==> src/sv/dkp_pkg.sv <==
// Shared types and constants for the two-key debounce block.
`default_nettype none

package dkp_pkg;

	// Field widths
	localparam int unsigned TimeW = 32;
	localparam int unsigned CfgW  = 16;
	localparam int unsigned InW   = 40;
	localparam int unsigned OutW  = 8;

	// Configuration register indexes
	typedef enum logic [1:0] {
		REG_PRESS_CONFIRM   = 2'd0,
		REG_RELEASE_CONFIRM = 2'd1,
		REG_HOLD            = 2'd2,
		REG_STARTUP_DELAY   = 2'd3
	} reg_idx_t;

	// Reset values of the configuration registers
	localparam logic [CfgW-1:0] PressConfirmRst   = 16'd50;
	localparam logic [CfgW-1:0] ReleaseConfirmRst = 16'd50;
	localparam logic [CfgW-1:0] HoldRst           = 16'd900;
	localparam logic [CfgW-1:0] StartupDelayRst   = 16'd300;

	// Key phase machine states
	typedef enum logic [2:0] {
		KEY_IDLE       = 3'd0,
		KEY_PRESS_WAIT = 3'd1,
		KEY_DOWN       = 3'd2,
		KEY_LONG       = 3'd3,
		KEY_REL_WAIT   = 3'd4
	} key_phase_t;

	// Charge pin status codes
	typedef enum logic [1:0] {
		CHG_STABLE_LOW  = 2'd0,
		CHG_STABLE_HIGH = 2'd1,
		CHG_CHANGING    = 2'd2
	} chg_status_t;

	// Timing settings handed to each key machine
	typedef struct packed {
		logic [CfgW-1:0] press_confirm;
		logic [CfgW-1:0] release_confirm;
		logic [CfgW-1:0] hold;
	} key_cfg_t;

	// What one key machine reports for the word in flight
	typedef struct packed {
		logic pressed_next;
		logic short_press;
		logic long_hold;
	} key_evt_t;

endpackage

`default_nettype wire

==> src/sv/dkp_key.sv <==
// Debounce and press/hold phase machine for one key.
`default_nettype none

module dkp_key
	import dkp_pkg::*;
(
	input  wire logic             clk,
	input  wire logic             arst_n,
	input  wire logic             step,
	input  wire logic             level,
	input  wire logic [TimeW-1:0] now_ms,
	input  wire key_cfg_t         cfg,
	output key_evt_t              evt
);

	key_phase_t       phase_q;
	key_phase_t       phase_next;
	logic [TimeW-1:0] stamp_q;
	logic [TimeW-1:0] stamp_next;
	logic [TimeW-1:0] dt;

	// Elapsed time since the stamp, wrapping modulo 2^32.
	assign dt = now_ms - stamp_q;

	// Next phase and stamp.
	always_comb begin
		phase_next = phase_q;
		stamp_next = stamp_q;
		case (phase_q)
			KEY_PRESS_WAIT: begin
				if (dt > {{(TimeW-CfgW){1'b0}}, cfg.press_confirm}) begin
					phase_next = level ? KEY_DOWN : KEY_IDLE;
				end
			end
			KEY_DOWN, KEY_LONG: begin
				if (!level) begin
					phase_next = KEY_REL_WAIT;
					stamp_next = now_ms;
				end else if (phase_q == KEY_DOWN &&
						dt > {{(TimeW-CfgW){1'b0}}, cfg.hold}) begin
					phase_next = KEY_LONG;
				end
			end
			KEY_REL_WAIT: begin
				if (dt > {{(TimeW-CfgW){1'b0}}, cfg.release_confirm}) begin
					phase_next = KEY_IDLE;
				end
			end
			default: begin
				// Released, and any code that means nothing.
				if (level) begin
					phase_next = KEY_PRESS_WAIT;
					stamp_next = now_ms;
				end else begin
					phase_next = KEY_IDLE;
				end
			end
		endcase
	end

	// Events on leaving the pressed phase, and whether the next phase is the pressed one.
	always_comb begin
		evt.pressed_next = (phase_next == KEY_DOWN);
		evt.short_press  = (phase_q == KEY_DOWN) && (phase_next == KEY_REL_WAIT);
		evt.long_hold    = (phase_q == KEY_DOWN) && (phase_next == KEY_LONG);
	end

	// Phase state, advanced once per word.
	always_ff @(posedge clk or negedge arst_n) begin
		if (!arst_n) begin
			phase_q <= KEY_IDLE;
			stamp_q <= '0;
		end else if (step) begin
			phase_q <= phase_next;
			stamp_q <= stamp_next;
		end
	end

endmodule

`default_nettype wire

==> src/sv/dkp_gate.sv <==
// Startup gate, startup lock and charge pin monitor.
`default_nettype none

module dkp_gate
	import dkp_pkg::*;
(
	input  wire logic             clk,
	input  wire logic             arst_n,
	input  wire logic             step,
	input  wire logic [TimeW-1:0] now_ms,
	input  wire logic [CfgW-1:0]  startup_delay,
	input  wire logic             lower_pressed_next,
	input  wire logic             charge_level,
	output logic                  emit,
	output chg_status_t           charge_status,
	output logic                  pull_up_next
);

	logic [TimeW-1:0] origin_q;
	logic             captured_q;
	logic             lock_q;
	logic             chg_prev_q;
	logic             toggle_q;
	logic [TimeW-1:0] origin_eff;
	logic             gate_open;

	// The first word sets the origin, so its own elapsed time is zero.
	assign origin_eff = captured_q ? origin_q : now_ms;
	assign gate_open  = (now_ms - origin_eff) >= {{(TimeW-CfgW){1'b0}}, startup_delay};

	// Lock holds events back while the lower key sits pressed after startup.
	// The first word that gets through also clears the lock.
	assign emit = gate_open && !(lock_q && lower_pressed_next);

	// Charge pin status and pull for the next sample.
	always_comb begin
		if (charge_level != chg_prev_q) begin
			charge_status = CHG_CHANGING;
		end else if (charge_level) begin
			charge_status = CHG_STABLE_HIGH;
		end else begin
			charge_status = CHG_STABLE_LOW;
		end
		pull_up_next = toggle_q;
	end

	always_ff @(posedge clk or negedge arst_n) begin
		if (!arst_n) begin
			origin_q   <= '0;
			captured_q <= 1'b0;
			lock_q     <= 1'b1;
			chg_prev_q <= 1'b1;
			toggle_q   <= 1'b1;
		end else if (step) begin
			if (!captured_q) begin
				origin_q   <= now_ms;
				captured_q <= 1'b1;
			end
			if (emit) begin
				lock_q <= 1'b0;
			end
			chg_prev_q <= charge_level;
			toggle_q   <= ~toggle_q;
		end
	end

endmodule

`default_nettype wire

==> src/sv/two_key_debounce_press_hold.sv <==
// Top level of the two-key debounce with press/hold events and charge monitor.
//
// Channel   Dir  Bits  Contents
// s_axis    in   40    lower_level, upper_level, charge_level, now_ms
// m_axis    out  8     four key events, activity, charge_status, pull_up_next
// cfg       in   16    press, release, hold and startup times
//
// A word is registered on input and its result is computed from the input register
// into the output register, from which it is offered on m_axis; one word per cycle
// is sustained while m_axis is ready.
// The key, gate and charge state advance when the input register moves a word
// into the output register. arst_n clears all control state and loads the
// register defaults. A stall on m_axis holds the output register; the input
// register still takes one more word, and then s_axis_tready drops.
`default_nettype none

module two_key_debounce_press_hold
	import dkp_pkg::*;
(
	input  wire logic             clk,
	input  wire logic             arst_n,
	input  wire logic             s_axis_tvalid,
	output logic                  s_axis_tready,
	// [0] lower_level, [1] upper_level, [2] charge_level, [34:3] now_ms, [39:35] zero
	input  wire logic [InW-1:0]   s_axis_tdata,
	output logic                  m_axis_tvalid,
	input  wire logic             m_axis_tready,
	// [0] lower_short_press, [1] lower_long_hold, [2] upper_short_press,
	// [3] upper_long_hold, [4] activity, [6:5] charge_status, [7] pull_up_next
	output logic [OutW-1:0]       m_axis_tdata,
	input  wire logic             cfg_we,
	input  wire logic [1:0]       cfg_index,
	input  wire logic [CfgW-1:0]  cfg_data
);

	logic [CfgW-1:0]  press_confirm_q;
	logic [CfgW-1:0]  release_confirm_q;
	logic [CfgW-1:0]  hold_q;
	logic [CfgW-1:0]  startup_delay_q;
	key_cfg_t         key_cfg;

	logic             valid_s1;
	logic             lower_s1;
	logic             upper_s1;
	logic             charge_s1;
	logic [TimeW-1:0] now_s1;

	logic             out_free;
	logic             step;
	key_evt_t         lower_evt;
	key_evt_t         upper_evt;
	logic             emit;
	chg_status_t      charge_status;
	logic             pull_up_next;
	logic [3:0]       events;

	logic             valid_q;
	logic [OutW-1:0]  data_q;

	// Configuration registers.
	always_ff @(posedge clk or negedge arst_n) begin
		if (!arst_n) begin
			press_confirm_q   <= PressConfirmRst;
			release_confirm_q <= ReleaseConfirmRst;
			hold_q            <= HoldRst;
			startup_delay_q   <= StartupDelayRst;
		end else if (cfg_we) begin
			case (reg_idx_t'(cfg_index))
				REG_PRESS_CONFIRM:   press_confirm_q   <= cfg_data;
				REG_RELEASE_CONFIRM: release_confirm_q <= cfg_data;
				REG_HOLD:            hold_q            <= cfg_data;
				REG_STARTUP_DELAY:   startup_delay_q   <= cfg_data;
				default: ;
			endcase
		end
	end

	assign key_cfg.press_confirm   = press_confirm_q;
	assign key_cfg.release_confirm = release_confirm_q;
	assign key_cfg.hold            = hold_q;

	// Handshake: a word moves on when the output register is empty or draining.
	assign out_free      = !valid_q || m_axis_tready;
	assign step          = valid_s1 && out_free;
	assign s_axis_tready = !valid_s1 || out_free;

	// Input register.
	always_ff @(posedge clk or negedge arst_n) begin
		if (!arst_n) begin
			valid_s1 <= 1'b0;
		end else if (s_axis_tready) begin
			valid_s1 <= s_axis_tvalid;
		end
	end

	always_ff @(posedge clk) begin
		if (s_axis_tready && s_axis_tvalid) begin
			lower_s1  <= s_axis_tdata[0];
			upper_s1  <= s_axis_tdata[1];
			charge_s1 <= s_axis_tdata[2];
			now_s1    <= s_axis_tdata[3 +: TimeW];
		end
	end

	// Per-key machines.
	dkp_key u_lower (
		.clk    (clk),
		.arst_n (arst_n),
		.step   (step),
		.level  (lower_s1),
		.now_ms (now_s1),
		.cfg    (key_cfg),
		.evt    (lower_evt)
	);

	dkp_key u_upper (
		.clk    (clk),
		.arst_n (arst_n),
		.step   (step),
		.level  (upper_s1),
		.now_ms (now_s1),
		.cfg    (key_cfg),
		.evt    (upper_evt)
	);

	// Startup gating and charge monitor.
	dkp_gate u_gate (
		.clk                (clk),
		.arst_n             (arst_n),
		.step               (step),
		.now_ms             (now_s1),
		.startup_delay      (startup_delay_q),
		.lower_pressed_next (lower_evt.pressed_next),
		.charge_level       (charge_s1),
		.emit               (emit),
		.charge_status      (charge_status),
		.pull_up_next       (pull_up_next)
	);

	// Gated events, highest bit first.
	assign events = {4{emit}} & {upper_evt.long_hold, upper_evt.short_press,
		lower_evt.long_hold, lower_evt.short_press};

	// Output register.
	always_ff @(posedge clk or negedge arst_n) begin
		if (!arst_n) begin
			valid_q <= 1'b0;
		end else if (out_free) begin
			valid_q <= valid_s1;
		end
	end

	always_ff @(posedge clk) begin
		if (step) begin
			data_q <= {pull_up_next, charge_status, |events, events};
		end
	end

	assign m_axis_tvalid = valid_q;
	assign m_axis_tdata  = data_q;

	// Checks.
	a_activity_matches: assert property (@(posedge clk) disable iff (!arst_n)
		m_axis_tvalid |-> (m_axis_tdata[4] == |m_axis_tdata[3:0]))
		else $error("activity does not match the event bits");

	a_no_press_and_hold: assert property (@(posedge clk) disable iff (!arst_n)
		m_axis_tvalid |-> !(m_axis_tdata[0] && m_axis_tdata[1]) &&
			!(m_axis_tdata[2] && m_axis_tdata[3]))
		else $error("short press and hold reported together for one key");

	a_status_code: assert property (@(posedge clk) disable iff (!arst_n)
		m_axis_tvalid |-> (m_axis_tdata[6:5] != 2'd3))
		else $error("charge status carries an unused code");

	a_pull_alternates: assert property (@(posedge clk) disable iff (!arst_n)
		step ##1 step |-> (pull_up_next != $past(pull_up_next)))
		else $error("charge pull did not alternate between words");

	a_events_gated: assert property (@(posedge clk) disable iff (!arst_n)
		step && !emit |=> (data_q[4:0] == 5'd0))
		else $error("event reported while gated");

endmodule

`default_nettype wire

==> config.mk <==
export PLATFORM = sky130hd
export DESIGN_NAME = two_key_debounce_press_hold
export DESIGN_NICKNAME = d
export VERILOG_FILES = /design/src/sv/dkp_pkg.sv /design/src/sv/dkp_key.sv /design/src/sv/dkp_gate.sv /design/src/sv/two_key_debounce_press_hold.sv
export SDC_FILE = /design/constraint.sdc
export NUM_CORES = 1
export LEC_CHECK = 0
export BUFFER_PORTS_ARGS = -buffer_cell sky130_fd_sc_hd__buf_2
export CAP_MARGIN = 25
export CORE_UTILIZATION = 25
export CTS_BUF_LIST = sky130_fd_sc_hd__clkbuf_8
export CTS_CLUSTER_DIAMETER = 150
export DETAILED_ROUTE_END_ITERATION = 7
export GPL_ROUTABILITY_DRIVEN = 0
export HOLD_SLACK_MARGIN = 0.03
export PLACE_DENSITY = 0.42
export SLEW_MARGIN = 10
export SYNTH_ARGS = -nofsm -noshare
export SYNTH_HDL_FRONTEND = slang
export SYNTH_SLANG_ARGS = --single-unit
==> constraint.sdc <==
create_clock -name clk -period 10.9 [get_ports clk]
set_input_delay 1.635 -clock clk [delete_from_list [all_inputs] [get_ports clk]]
set_output_delay 1.635 -clock clk [all_outputs]
set_load 0.02 [all_outputs]
==> run metrics <==
worst flop-to-flop path endpoint m_axis_tdata[1]; Sw Ratio 46.4%; first-pass GRT wire length 78600 um; Clock H-tree levels 2; Placement Rows 94; Critical-path top delay cell or4_1; CP arrival 6.18 ns; clock period minus worst slack 5.82 ns; multi-input logic area 10300 um2; Iteration-0 DRC Markers 826; worst-margin pin slew 0.981 ns; outcome finished, violations left; Final Slew Violations 0; Yosys top cell area share 23.1%; Max Cap Viol 0; Min-Delay Startpoint u_gate.lock_q; initial core utilization 25.4%; CTS sink count 215; Post-synth EDFFs 43; vias in the first global route 14100; failing checks design-rule violations; setup_tns 0 ns; Non-Filler Instances 2834; final core occ 28.7%; Final Hold Fails 0; combinational share of power 62.4%; PostCTS Resize Cnt 0; critical path type flop to flop; fmax 172 MHz; Final Cycle Share 53.4%; min setup slack post-route 5.08 ns; final clock skew 0.0269 ns; initial antenna violation count 1; worst rel slew slack 34.4%; DIE WIDTH 261 um; Mapped Cells 1882; FF/Latch Area 5620 um2; vias per inst 4.91; Clock Pin Slew Worst Setup and Hold Paths 0.06 ns; most instantiated library cell after synthesis nand2_1; worst slack, placed 5.10 ns; top cells by area, synth dfrtp_1 23%, ha_1 15%, edfxtp_1 7.7%; FFs w/ async S/R, synth 80.0%; hold_buf cts 0; post-synthesis cell area 16800 um2; placed cells 2754; LEAKAGE 8.48 nW; sequential area share after synthesis 33.4%; synthesized net count 2153; Worst Setup End Kind flop; total internal power 3.03 mW; global route overflow 0; layout cells sized above 1 12.9%; Max Root-Sink Buffers 3; startpoint types flop; Req. time, crit path 11.25 ns; fillers 7068; largest net degree at the start of global routing 73; R2R Setup Slk 5.08 ns; Die ar. 68200 um2; yosys warns 0; layout net count 2208; CTS tree yes; Worst VDD drop 0.0926 mV; dpl hpwl 39100 um; Tot GR Track Use 14.7%; Syn Area/Cell 8.93 um2; Post-synth top cells 209 x nand2_1, 205 x ha_1, 184 x o21ai_0; Critical Path Fanout Max 30; routed via count 13900; Final setup viols 0; Flop pwr share 20.9%; count of different cell masters after synthesis 98; Routed wire per std cell 17.6 um; Core Area 66100 um2; WHS Path Cells 1; biggest area consumer among synthesized cells dfrtp_1; Post-Layout Inst Area 19000 um2; Tightest Hold Check Type flop to flop; PwrDens 298 nW/um2; CTS Buf Count 44; number of port buffers 67; DRC 8; FF-to-FF path depth 20; Setup Fix Bufs, Post-CTS 0; slowest stage delay, CP 0.49 ns; WHS Endpoint u_gate.lock_q; reg-to-reg critical path startpoint u_gate.captured_q; final wirelength 49800 um; clock group share of total power 16.7%; Top Ports 73; RSZ-0062 raised after global routing false; Setup crit start u_gate.captured_q; DR pass1 iterations 8; dpl cell area 18000 um2; CP cell instances buf_4, mux2i_1, ha_1, a21oi_1, o21ai_0, a41oi_1, a21oi_1, nor2_1, xnor2_1, ha_1, a221oi_1, o221ai_1, or4_1, nor3_1, o2111ai_1, nor4_1, nor3b_1, nand4b_1, nand2_1, o21ba_2; ys flop type dfrtp_1; Clock Latency Late Sink 0.62 ns; Layout area overhead 13.0%; Final ANT Viol Nets 0; FF+latch count, synth 215; Die Height 261 um; Switching Power 2.63 mW; clock root buffer clkbuf_8
-- stage by stage --
step / hold slack, ns / power, mW
final: 0.460 / 5.66
after global routing: 0.469 / 6.23
after floorplan: 0.441 / 3.82
after detailed placement: 0.452 / 4.71
after CTS: 0.460 / 5.71
after global placement: 0.451 / 4.63
-- sequential cells by signal, indices dropped and copies added (netlist names), 3 cells and up --
name	flops
now_s1	32
u_gate.origin_q	32
u_lower.stamp_q	32
u_upper.stamp_q	32
hold_q	16
press_confirm_q	16
release_confirm_q	16
startup_delay_q	16
m_axis_tdata	8
u_lower.phase_q	3
u_upper.phase_q	3
-- cell usage in the layout, fill, tap and decap left out, drive strengths merged, types with 16 or more instances in the layout --
| cell type | n |
|---|---|
| a21o | 53 |
| a21oi | 145 |
| buf | 76 |
| clkbuf | 53 |
| dfrtp | 155 |
| dfstp | 17 |
| edfxtp | 43 |
| ha | 205 |
| inv | 164 |
| mux2 | 58 |
| mux2i | 35 |
| nand2 | 209 |
| nand2b | 22 |
| nand3 | 41 |
| nand4 | 34 |
| nor2 | 91 |
| nor2b | 17 |
| nor3 | 33 |
| o211ai | 16 |
| o21a | 28 |
| o21ai | 188 |
| xnor2 | 40 |
| xor2 | 28 |
-- cell families after synthesis --
logic type      synth area share (%)
compound gates                  21.0
simple gates                    14.9
buf+inv                         5.53
flops                           33.4
fa+ha+maj                       15.6
mux                             5.97
xor+xnor                        3.54
-- routing by layer --
| metal | vias up | routed length [um] | global-route usage (%) |
|---|---|---|---|
| met5 | - | 0 | 0 |
| met4 | 0 | 1550 | 5.04 |
| met3 | 103 | 1690 | 2.17 |
| met2 | 265 | 22800 | 24.6 |
| met1 | 6603 | 23700 | 19.4 |
| li1 | 6950 | - | - |
-- cell type report --
cell class | instances | area share, %
multi-input cells | 1448 | 54.1
flip-flops and latches | 215 | 29.6
well taps | 864 | 5.69
clock buffers | 52 | 3.77
inverters | 151 | 2.98
repair buffers | 77 | 2.55
clock inverters | 25 | 1.26
diodes | 2 | 0.0264
-- worst max path at each step --
| stage | slack [ns] | depth (start not counted) | to |
|---|---|---|---|
| finish | 5.08 | 20 | m_axis_tdata[1] |
| global route | 4.70 | 20 | m_axis_tdata[1] |
| CTS | 5.04 | 20 | m_axis_tdata[1] |
| detailed placement | 5.10 | 20 | m_axis_tdata[1] |
| global placement | 5.13 | 20 | m_axis_tdata[1] |
| floorplan | 6.09 | 22 | m_axis_tdata[1] |
-- power by group through the flow --
stage               Sequential, mW  Clock (mW)  Combinational, mW
finish                        1.18       0.943               3.53
global route                  1.21        1.02               3.99
CTS                           1.18       0.991               3.53
global placement              1.19           0               3.44
detailed placement            1.20           0               3.51
floorplan                     1.15           0               2.67
-- critical path, delay by kind of cell, from the launching register on --
family / cells / cell delay [ns]
AOI/OAI and AO/OA: 8 / 1.68
xor gates and xnor gates: 1 / 0.09
adders and majority gates: 2 / 0.53
buffers and inverters: 1 / 0.47
DFF: 1 / 0.46
muxes: 1 / 0.29
and+or+nand+nor: 7 / 2.00
Power figures use the tool's default switching activity.
